==> src/hdl/pafk_pkg.sv <==
package pafk_pkg;

  localparam int ANGLE_W   = 10;
  localparam int LEN_W     = 8;
  localparam int COORD_W   = 24;
  localparam int HEADING_W = 9;

  localparam int ROTATION_STEPS_DEF = 16;
  localparam int FRACTION_BITS_DEF  = 8;

  localparam int GUARD_BITS = 8;
  localparam int ANGLE_FRAC = 20;
  localparam int Z_W        = 29;
  localparam int ATAN_W     = 26;
  localparam int ATAN_LEN   = 24;

  localparam int GAIN_W    = 30;
  localparam int GAIN_FRAC = 30;
  localparam logic [GAIN_W-1:0] GAIN_Q30 = 30'd652032874;

  localparam logic [HEADING_W-1:0] DEG_FULL = 9'd360;
  localparam logic [HEADING_W-1:0] DEG_90   = 9'd90;
  localparam logic [HEADING_W-1:0] DEG_180  = 9'd180;
  localparam logic [HEADING_W-1:0] DEG_270  = 9'd270;

  localparam logic [1:0] QUAD_0 = 2'd0;
  localparam logic [1:0] QUAD_1 = 2'd1;
  localparam logic [1:0] QUAD_2 = 2'd2;
  localparam logic [1:0] QUAD_3 = 2'd3;

  localparam logic [ATAN_W-1:0] ATAN_Q20 [ATAN_LEN] = '{
    26'd47185920, 26'd27855475, 26'd14718068, 26'd7471121, 26'd3750058, 26'd1876857,
    26'd938658,   26'd469357,   26'd234682,   26'd117342,  26'd58671,   26'd29335,
    26'd14668,    26'd7334,     26'd3667,     26'd1833,    26'd917,     26'd458,
    26'd229,      26'd115,      26'd57,       26'd29,      26'd14,      26'd7
  };

  function automatic logic [HEADING_W-1:0] heading_wrap(
    input logic [HEADING_W-1:0]      head,
    input logic signed [ANGLE_W-1:0] ang
  );
    logic [HEADING_W+1:0] sum;
    sum = (HEADING_W+2)'(head) + (HEADING_W+2)'(ang) + (HEADING_W+2)'(720);
    for (int k = 0; k < 4; k++) begin
      if (sum >= (HEADING_W+2)'(DEG_FULL)) begin
        sum = sum - (HEADING_W+2)'(DEG_FULL);
      end
    end
    return sum[HEADING_W-1:0];
  endfunction

endpackage

==> src/hdl/pafk_if.sv <==
interface pafk_in_if;
  import pafk_pkg::*;

  logic                      valid;
  logic                      ready;
  logic                      first_segment;
  logic signed [ANGLE_W-1:0] joint_angle_deg;
  logic [LEN_W-1:0]          segment_length;

  modport source (output valid, first_segment, joint_angle_deg, segment_length,
                  input ready);
  modport sink (input valid, first_segment, joint_angle_deg, segment_length,
                output ready);
endinterface

interface pafk_out_if;
  import pafk_pkg::*;

  logic                      valid;
  logic                      ready;
  logic signed [COORD_W-1:0] end_x;
  logic signed [COORD_W-1:0] end_y;
  logic [HEADING_W-1:0]      heading_deg;

  modport source (output valid, end_x, end_y, heading_deg, input ready);
  modport sink (input valid, end_x, end_y, heading_deg, output ready);
endinterface

==> src/hdl/pafk_cell.sv <==
module pafk_cell #(
  parameter int STEP = 0,
  parameter int DP_W = 26
) (
  input  logic                               clk,
  input  logic                               rst_n,
  input  logic                               in_valid,
  input  logic signed [DP_W-1:0]             in_x,
  input  logic signed [DP_W-1:0]             in_y,
  input  logic signed [pafk_pkg::Z_W-1:0]    in_z,
  output logic                               out_valid,
  output logic signed [DP_W-1:0]             out_x,
  output logic signed [DP_W-1:0]             out_y,
  output logic signed [pafk_pkg::Z_W-1:0]    out_z
);
  import pafk_pkg::*;

  localparam logic signed [Z_W-1:0] ATAN = Z_W'(ATAN_Q20[STEP]);

  logic                   valid_r;
  logic signed [DP_W-1:0] x_r;
  logic signed [DP_W-1:0] y_r;
  logic signed [Z_W-1:0]  z_r;

  always_ff @(posedge clk) begin
    if (!rst_n) begin
      valid_r <= 1'b0;
    end else begin
      valid_r <= in_valid;
    end
  end

  always_ff @(posedge clk) begin
    if (in_valid) begin
      if (!in_z[Z_W-1]) begin
        x_r <= in_x - (in_y >>> STEP);
        y_r <= in_y + (in_x >>> STEP);
        z_r <= in_z - ATAN;
      end else begin
        x_r <= in_x + (in_y >>> STEP);
        y_r <= in_y - (in_x >>> STEP);
        z_r <= in_z + ATAN;
      end
    end
  end

  assign out_valid = valid_r;
  assign out_x     = x_r;
  assign out_y     = y_r;
  assign out_z     = z_r;

endmodule

==> src/hdl/planar_arm_forward_kinematics.sv <==
// Planar arm forward kinematics. Each transfer on the input channel is one arm
// segment; each one yields exactly one result transfer with the new end point
// (signed, FRACTION_BITS fractional bits, saturated to 24 bits) and the
// cumulative heading in degrees 0..359. A set first_segment flag restarts the
// arm at the origin with heading zero. One segment is in flight at a time: it
// passes the gain multiply and quadrant split, the row of CORDIC cells (one
// micro-rotation per cell per cycle), rounding, the quadrant turn and the
// saturating add into the output register, which waits while an earlier result
// is not yet taken; only after that add can the next segment transfer. The
// output register lets the next segment transfer in while a result waits.
module planar_arm_forward_kinematics #(
  parameter int ROTATION_STEPS = pafk_pkg::ROTATION_STEPS_DEF,
  parameter int FRACTION_BITS  = pafk_pkg::FRACTION_BITS_DEF
) (
  input  logic       clk,
  input  logic       rst_n,
  pafk_in_if.sink    in_ch,
  pafk_out_if.source out_ch
);
  import pafk_pkg::*;

  localparam int STEP_COUNT = (ROTATION_STEPS > ATAN_LEN) ? ATAN_LEN : ROTATION_STEPS;
  localparam int WORK_BITS  = FRACTION_BITS + GUARD_BITS;
  localparam int DP_W       = LEN_W + WORK_BITS + 2;
  localparam int RW         = DP_W - GUARD_BITS;
  localparam int PROD_W     = LEN_W + GAIN_W;
  localparam int SHIFT      = GAIN_FRAC - WORK_BITS;
  localparam int SUM_W      = COORD_W + 1;

  typedef enum logic [4:0] {
    ST_IDLE = 5'b00001,
    ST_PREP = 5'b00010,
    ST_ROT  = 5'b00100,
    ST_TURN = 5'b01000,
    ST_ACC  = 5'b10000
  } pafk_state_t;

  pafk_state_t state_r;

  logic [HEADING_W-1:0] heading_r;
  logic [HEADING_W-1:0] heading_nxt;
  logic [LEN_W-1:0]     len_r;
  logic                 first_r;
  logic [1:0]           quad_nxt;
  logic [1:0]           quad_r;
  logic [HEADING_W-1:0] rest_nxt;
  logic [PROD_W-1:0]    prod;

  logic                   go_r;
  logic signed [DP_W-1:0] x0_r;
  logic signed [Z_W-1:0]  z0_r;

  logic                   cv [STEP_COUNT+1];
  logic signed [DP_W-1:0] cx [STEP_COUNT+1];
  logic signed [DP_W-1:0] cy [STEP_COUNT+1];
  logic signed [Z_W-1:0]  cz [STEP_COUNT+1];

  logic signed [DP_W-1:0] xr_sum;
  logic signed [DP_W-1:0] yr_sum;
  logic signed [RW-1:0]   rx_r;
  logic signed [RW-1:0]   ry_r;
  logic signed [RW-1:0]   dx_r;
  logic signed [RW-1:0]   dy_r;

  logic signed [COORD_W-1:0] point_x_r;
  logic signed [COORD_W-1:0] point_y_r;
  logic signed [COORD_W-1:0] base_x;
  logic signed [COORD_W-1:0] base_y;
  logic signed [SUM_W-1:0]   sum_x;
  logic signed [SUM_W-1:0]   sum_y;
  logic signed [COORD_W-1:0] point_x_nxt;
  logic signed [COORD_W-1:0] point_y_nxt;

  logic                      out_valid_r;
  logic signed [COORD_W-1:0] end_x_r;
  logic signed [COORD_W-1:0] end_y_r;
  logic [HEADING_W-1:0]      heading_out_r;

  logic in_xfer;
  logic acc_go;

  assign in_ch.ready = (state_r == ST_IDLE);
  assign in_xfer     = in_ch.valid && in_ch.ready;
  assign acc_go      = (state_r == ST_ACC) && (!out_valid_r || out_ch.ready);

  assign heading_nxt = heading_wrap(in_ch.first_segment ? '0 : heading_r,
                                    in_ch.joint_angle_deg);

  always_comb begin
    if (heading_r >= DEG_270) begin
      quad_nxt = QUAD_3;
      rest_nxt = heading_r - DEG_270;
    end else if (heading_r >= DEG_180) begin
      quad_nxt = QUAD_2;
      rest_nxt = heading_r - DEG_180;
    end else if (heading_r >= DEG_90) begin
      quad_nxt = QUAD_1;
      rest_nxt = heading_r - DEG_90;
    end else begin
      quad_nxt = QUAD_0;
      rest_nxt = heading_r;
    end
  end

  assign prod = PROD_W'(len_r) * PROD_W'(GAIN_Q30);

  always_ff @(posedge clk) begin
    if (!rst_n) begin
      state_r   <= ST_IDLE;
      heading_r <= '0;
      go_r      <= 1'b0;
    end else begin
      go_r <= (state_r == ST_PREP);
      case (state_r)
        ST_IDLE: begin
          if (in_xfer) begin
            heading_r <= heading_nxt;
            state_r   <= ST_PREP;
          end
        end
        ST_PREP: begin
          state_r <= ST_ROT;
        end
        ST_ROT: begin
          if (cv[STEP_COUNT]) begin
            state_r <= ST_TURN;
          end
        end
        ST_TURN: begin
          state_r <= ST_ACC;
        end
        ST_ACC: begin
          if (acc_go) begin
            state_r <= ST_IDLE;
          end
        end
        default: begin
          state_r <= ST_IDLE;
        end
      endcase
    end
  end

  always_ff @(posedge clk) begin
    if (in_xfer) begin
      len_r   <= in_ch.segment_length;
      first_r <= in_ch.first_segment;
    end
    if (state_r == ST_PREP) begin
      x0_r   <= DP_W'(prod >> SHIFT);
      z0_r   <= Z_W'(rest_nxt) <<< ANGLE_FRAC;
      quad_r <= quad_nxt;
    end
  end

  assign cv[0] = go_r;
  assign cx[0] = x0_r;
  assign cy[0] = '0;
  assign cz[0] = z0_r;

  for (genvar i = 0; i < STEP_COUNT; i++) begin : g_cell
    pafk_cell #(
      .STEP (i),
      .DP_W (DP_W)
    ) u_cell (
      .clk       (clk),
      .rst_n     (rst_n),
      .in_valid  (cv[i]),
      .in_x      (cx[i]),
      .in_y      (cy[i]),
      .in_z      (cz[i]),
      .out_valid (cv[i+1]),
      .out_x     (cx[i+1]),
      .out_y     (cy[i+1]),
      .out_z     (cz[i+1])
    );
  end

  assign xr_sum = cx[STEP_COUNT] + DP_W'(1 << (GUARD_BITS - 1));
  assign yr_sum = cy[STEP_COUNT] + DP_W'(1 << (GUARD_BITS - 1));

  always_ff @(posedge clk) begin
    if (state_r == ST_ROT && cv[STEP_COUNT]) begin
      rx_r <= xr_sum[DP_W-1:GUARD_BITS];
      ry_r <= yr_sum[DP_W-1:GUARD_BITS];
    end
    if (state_r == ST_TURN) begin
      case (quad_r)
        QUAD_1: begin
          dx_r <= -ry_r;
          dy_r <= rx_r;
        end
        QUAD_2: begin
          dx_r <= -rx_r;
          dy_r <= -ry_r;
        end
        QUAD_3: begin
          dx_r <= ry_r;
          dy_r <= -rx_r;
        end
        default: begin
          dx_r <= rx_r;
          dy_r <= ry_r;
        end
      endcase
    end
  end

  assign base_x = first_r ? '0 : point_x_r;
  assign base_y = first_r ? '0 : point_y_r;
  assign sum_x  = SUM_W'(base_x) + SUM_W'(dx_r);
  assign sum_y  = SUM_W'(base_y) + SUM_W'(dy_r);

  always_comb begin
    if (sum_x[SUM_W-1] != sum_x[SUM_W-2]) begin
      point_x_nxt = sum_x[SUM_W-1] ? {1'b1, {(COORD_W-1){1'b0}}}
                                   : {1'b0, {(COORD_W-1){1'b1}}};
    end else begin
      point_x_nxt = sum_x[COORD_W-1:0];
    end
    if (sum_y[SUM_W-1] != sum_y[SUM_W-2]) begin
      point_y_nxt = sum_y[SUM_W-1] ? {1'b1, {(COORD_W-1){1'b0}}}
                                   : {1'b0, {(COORD_W-1){1'b1}}};
    end else begin
      point_y_nxt = sum_y[COORD_W-1:0];
    end
  end

  always_ff @(posedge clk) begin
    if (!rst_n) begin
      point_x_r   <= '0;
      point_y_r   <= '0;
      out_valid_r <= 1'b0;
    end else begin
      if (acc_go) begin
        point_x_r   <= point_x_nxt;
        point_y_r   <= point_y_nxt;
        out_valid_r <= 1'b1;
      end else if (out_ch.ready) begin
        out_valid_r <= 1'b0;
      end
    end
  end

  always_ff @(posedge clk) begin
    if (acc_go) begin
      end_x_r       <= point_x_nxt;
      end_y_r       <= point_y_nxt;
      heading_out_r <= heading_r;
    end
  end

  assign out_ch.valid       = out_valid_r;
  assign out_ch.end_x       = end_x_r;
  assign out_ch.end_y       = end_y_r;
  assign out_ch.heading_deg = heading_out_r;

endmodule
==> src/flat_wrapper.sv <==
// flat-port wrapper written by rule: the top's interface ports become plain ports
module planar_arm_forward_kinematics_flat import pafk_pkg::*;
#(
  parameter int ROTATION_STEPS = pafk_pkg::ROTATION_STEPS_DEF,
  parameter int FRACTION_BITS  = pafk_pkg::FRACTION_BITS_DEF
)
  (clk, rst_n, in_ch_valid, in_ch_first_segment, in_ch_joint_angle_deg, in_ch_segment_length, in_ch_ready, out_ch_valid, out_ch_end_x, out_ch_end_y, out_ch_heading_deg, out_ch_ready);
  pafk_in_if in_ch_i ();
  pafk_out_if out_ch_i ();
  input  logic clk;
  input  logic rst_n;
  input wire logic [$bits(in_ch_i.valid)-1:0] in_ch_valid;
  input wire logic [$bits(in_ch_i.first_segment)-1:0] in_ch_first_segment;
  input wire logic [$bits(in_ch_i.joint_angle_deg)-1:0] in_ch_joint_angle_deg;
  input wire logic [$bits(in_ch_i.segment_length)-1:0] in_ch_segment_length;
  output wire logic [$bits(in_ch_i.ready)-1:0] in_ch_ready;
  output wire logic [$bits(out_ch_i.valid)-1:0] out_ch_valid;
  output wire logic [$bits(out_ch_i.end_x)-1:0] out_ch_end_x;
  output wire logic [$bits(out_ch_i.end_y)-1:0] out_ch_end_y;
  output wire logic [$bits(out_ch_i.heading_deg)-1:0] out_ch_heading_deg;
  input wire logic [$bits(out_ch_i.ready)-1:0] out_ch_ready;
  assign in_ch_i.valid = in_ch_valid;
  assign in_ch_i.first_segment = in_ch_first_segment;
  assign in_ch_i.joint_angle_deg = in_ch_joint_angle_deg;
  assign in_ch_i.segment_length = in_ch_segment_length;
  assign in_ch_ready = in_ch_i.ready;
  assign out_ch_valid = out_ch_i.valid;
  assign out_ch_end_x = out_ch_i.end_x;
  assign out_ch_end_y = out_ch_i.end_y;
  assign out_ch_heading_deg = out_ch_i.heading_deg;
  assign out_ch_i.ready = out_ch_ready;
  planar_arm_forward_kinematics #(.ROTATION_STEPS(ROTATION_STEPS), .FRACTION_BITS(FRACTION_BITS)) u_core (.clk(clk), .rst_n(rst_n), .in_ch(in_ch_i), .out_ch(out_ch_i));
endmodule
==> config.mk <==
export PLATFORM = sky130hd
export DESIGN_NAME = planar_arm_forward_kinematics_flat
export DESIGN_NICKNAME = d
export VERILOG_FILES = /design/src/hdl/pafk_pkg.sv /design/src/hdl/pafk_if.sv /design/src/hdl/pafk_cell.sv /design/src/hdl/planar_arm_forward_kinematics.sv /design/src/flat_wrapper.sv
export SDC_FILE = /design/constraint.sdc
export NUM_CORES = 2
export LEC_CHECK = 0
export ABC_AREA = 1
export BUFFER_PORTS_ARGS = -buffer_cell sky130_fd_sc_hd__buf_2
export CAP_MARGIN = 15
export CORE_ASPECT_RATIO = 2
export CORE_MARGIN = 5
export CORE_UTILIZATION = 69
export DETAILED_ROUTE_END_ITERATION = 10
export PLACE_DENSITY = 0.94
export SLEW_MARGIN = 20
export SYNTH_ARGS = -nofsm -noshare
export SYNTH_HDL_FRONTEND = slang
export SYNTH_SLANG_ARGS = --single-unit
==> constraint.sdc <==
create_clock -name clk -period 9.5 [get_ports clk]
set_clock_uncertainty 0.2 [all_clocks]
set_input_delay 1.425 -clock clk [delete_from_list [all_inputs] [get_ports clk]]
set_output_delay 1.425 -clock clk [all_outputs]
set_load 0.02 [all_outputs]
==> run metrics <==
status=completed; TNS Setup=0 ns; Syn. warnings=0; Synth top area share=0.3742; worst skew pair latency=0.81 ns; Syn Area/Cell=9.219 um^2; Non-Filler Instances=14049; chip width=289.6 um; crit-path max cell delay=0.39 ns; Initial Utilization=0.6928; ys flop type=edfxtp_1; most common cell after layout, fill and taps aside=nand2_1; Critical-path top delay cell=fa_1; largest net degree at the start of global routing=97; WP data arrival=7.07 ns; Port Buf Inserts=81; worst hold stages=2; CP max FO=9; Power Total=20430 uW; row count=205; Worst-Margin Slew=1.129 ns; crit path from=in_ch_first_segment; ys async rst share=0; global-route wire length before repair=482.8 mm; Max clock buf depth=4; initial antenna violation count=9; total track usage=0.3739; post-DR wirelength/cell=22.24 um; Tcrit/Tclk final=0.7010; Seq/Total Area, Yosys=0.3890; Post-CTS Setup Repair Bufs=0; CTS H-Tree Depth=4; Placer Congestion=1.058; Net count, final=13285; I/O Pins=82; Final Core Density=0.7434; Max Slew Vio Count=0; max_cap viols=0; Most Frequent Cell on Critical Path=nand2_1; Sink Count=1424; Via density=6.260; Final min period=6.659 ns; r2r worst-path depth=43; Pre-Repair DR Iteration Count=9; share of layout cells above drive strength 1=0.04034; CTS tree=done; Worst-path clk slew=0.07 ns; Hold Crit Start=u_core.g_cell[10].u_cell.out_valid; DRC errors left=0; initial detailed-routing violation count=6792; Final Hold Violating Endpoints=0; HP Class=reg2reg; vias after detailed routing=87951; element type at the critical path end=flip-flop; Die H=569.2 um; syn nets=13116; VDD IR-drop max=0.2712 mV; Resize count post-CTS=0; post-synth top area cell=edfxtp_1; leading post-synthesis cells by cell area=edfxtp_1 (37%), ha_1 (15%), xor2_1 (9.7%); Layout Area Growth over Synthesis=7.300%; Worst R2R Setup Slack=3.01 ns; Crit Reg-Reg Endpoint=u_core.heading_r[8]; CTS Hold Buffers Added=0; Rel. slew slack=0.2477; Inst Count DP=13795; Die Area=164800 um^2; RSZ-0062 raised after global routing=no; Final setup viols=0; core footprint=155700 um^2; fill cell count=10365; P_leak=0.05086 uW; Clock Tree Root=clkbuf_16; Netlist Area Pre-Place=107900 um^2; number of global-route vias before repair=92034; PwrDens=176.6 nW/um^2; Post-synth EDFFs=1344; Unique masters post-synth=64; grt total ovfl=0; WS Path Type=in2reg; Synth Register Bits=1424; Crit path required time=9.92 ns; dpl hpwl=237.0 mm; Routed Antenna Nets=0; most frequent cells in the layout=nand2_1 (1709), edfxtp_1 (1344), inv_1 (1312); R2R Path Start=u_core.heading_r[3]; Setup crit start kind=input port; routed wire length=312.5 mm; TritonCTS buffer count=143; worst min-delay path endpoint=u_core.g_cell[11].u_cell.out_valid; fmax=0.1502 GHz; Cells after Synth=11701
per-layer routing:
layer  GRT usage  routed length (um)  vias up
li1            -                   -    40783
met2      0.7118              167400     4091
met1      0.3187               90820    41225
met5           0                  39        -
met4      0.3392               36040        6
met3     0.06745               18120     1846
power by group:
| part | internal [uW] | switching (uW) | total (uW) |
|---|---|---|---|
| clock network | 3420 | 2530 | 5950 |
| registers | 7240 | 160 | 7400 |
| logic | 2580 | 4500 | 7080 |
| total | 13200 | 7190 | 20400 |
cell families (layout without fill, tap and decap cells):
family,count (synthesis),after routing,share of synthesized area
adder cells (fa/ha/maj),1392,1392,0.1694
XOR/XNOR,1668,1668,0.1354
other,0,5,0
AO/OA/AOI/OAI,2351,2351,0.1207
flip-flops,1424,1424,0.3890
multiplexers,3,3,0.0002784
buffers and inverters,1452,1725,0.05059
AND/OR/NAND/NOR,3411,3411,0.1346
cells in the mapped netlist, drive strengths merged (80+ instances only):
| cell | count |
|---|---|
| fa | 114 |
| xnor2 | 472 |
| nand2 | 1765 |
| a21oi | 1299 |
| ha | 1278 |
| nand3 | 435 |
| nor2 | 826 |
| nor3 | 176 |
| inv | 1320 |
| xor2 | 1196 |
| nand4 | 112 |
| clkbuf | 106 |
| edfxtp | 1344 |
| dfxtp | 80 |
| o21ai | 590 |
worst max-delay path: cells and delay by family:
kind	cells	cell delay [ns]
AND/OR/NAND/NOR	27	3.29
AO/OA/AOI/OAI	3	0.52
adder cells (fa/ha/maj)	5	1.28
buffers and inverters	5	0.52
area by class of cell:
type	instances	area [um^2]	share of cell area
Antenna cell	5	12.51	0.0001081
Clock buffer	170	3805	0.03287
Clock inverter	79	972.2	0.008400
Inverter	1331	4996	0.04317
Multi-Input combinational cell	8825	60470	0.5225
Sequential cell	1424	42010	0.3630
Tap cell	2070	2590	0.02238
Timing Repair Buffer	145	885.9	0.007654
worst max path at each step:
stage               slack (ns)  cells after the start                  end
floorplan                 3.39                     40  u_core.heading_r[5]
global placement          1.92                     40  u_core.heading_r[8]
detailed placement        1.98                     40  u_core.heading_r[8]
CTS                       2.80                     40  u_core.heading_r[8]
global route              2.43                     43  u_core.heading_r[8]
finish                    2.84                     40  u_core.heading_r[8]
flip-flops by register name, summed over array words and instances (netlist names), 8 cells and up:
| register | count |
|---|---|
| u_core.heading_r | 9 |
| u_core.out_ch.end_x | 24 |
| u_core.g_cell.u_cell.out_x | 406 |
| u_core.point_y_r | 24 |
| u_core.rx_r | 18 |
| u_core.g_cell.u_cell.out_y | 408 |
| u_core.ry_r | 18 |
| u_core.out_ch.end_y | 24 |
| u_core.dx_r | 18 |
| u_core.g_cell.u_cell.out_valid | 16 |
| u_core.g_cell.u_cell.out_z | 357 |
| u_core.dy_r | 18 |
| u_core.x0_r | 24 |
| u_core.point_x_r | 24 |
| u_core.out_ch.heading_deg | 9 |
| u_core.len_r | 8 |
| u_core.z0_r | 9 |
stage by stage:
stage	hold slack (ns)	cell area (um^2)	setup slack, ns
2_1_floorplan	0.2003	107900	3.393
3_3_place_gp	0.2268	111000	1.919
3_5_place_dp	0.2574	111000	1.976
4_1_cts	0.2847	115700	2.799
5_1_grt	0.2986	115700	2.435
6_report	0.2791	115700	2.841
No activity file was read; power rests on OpenSTA's default activity.
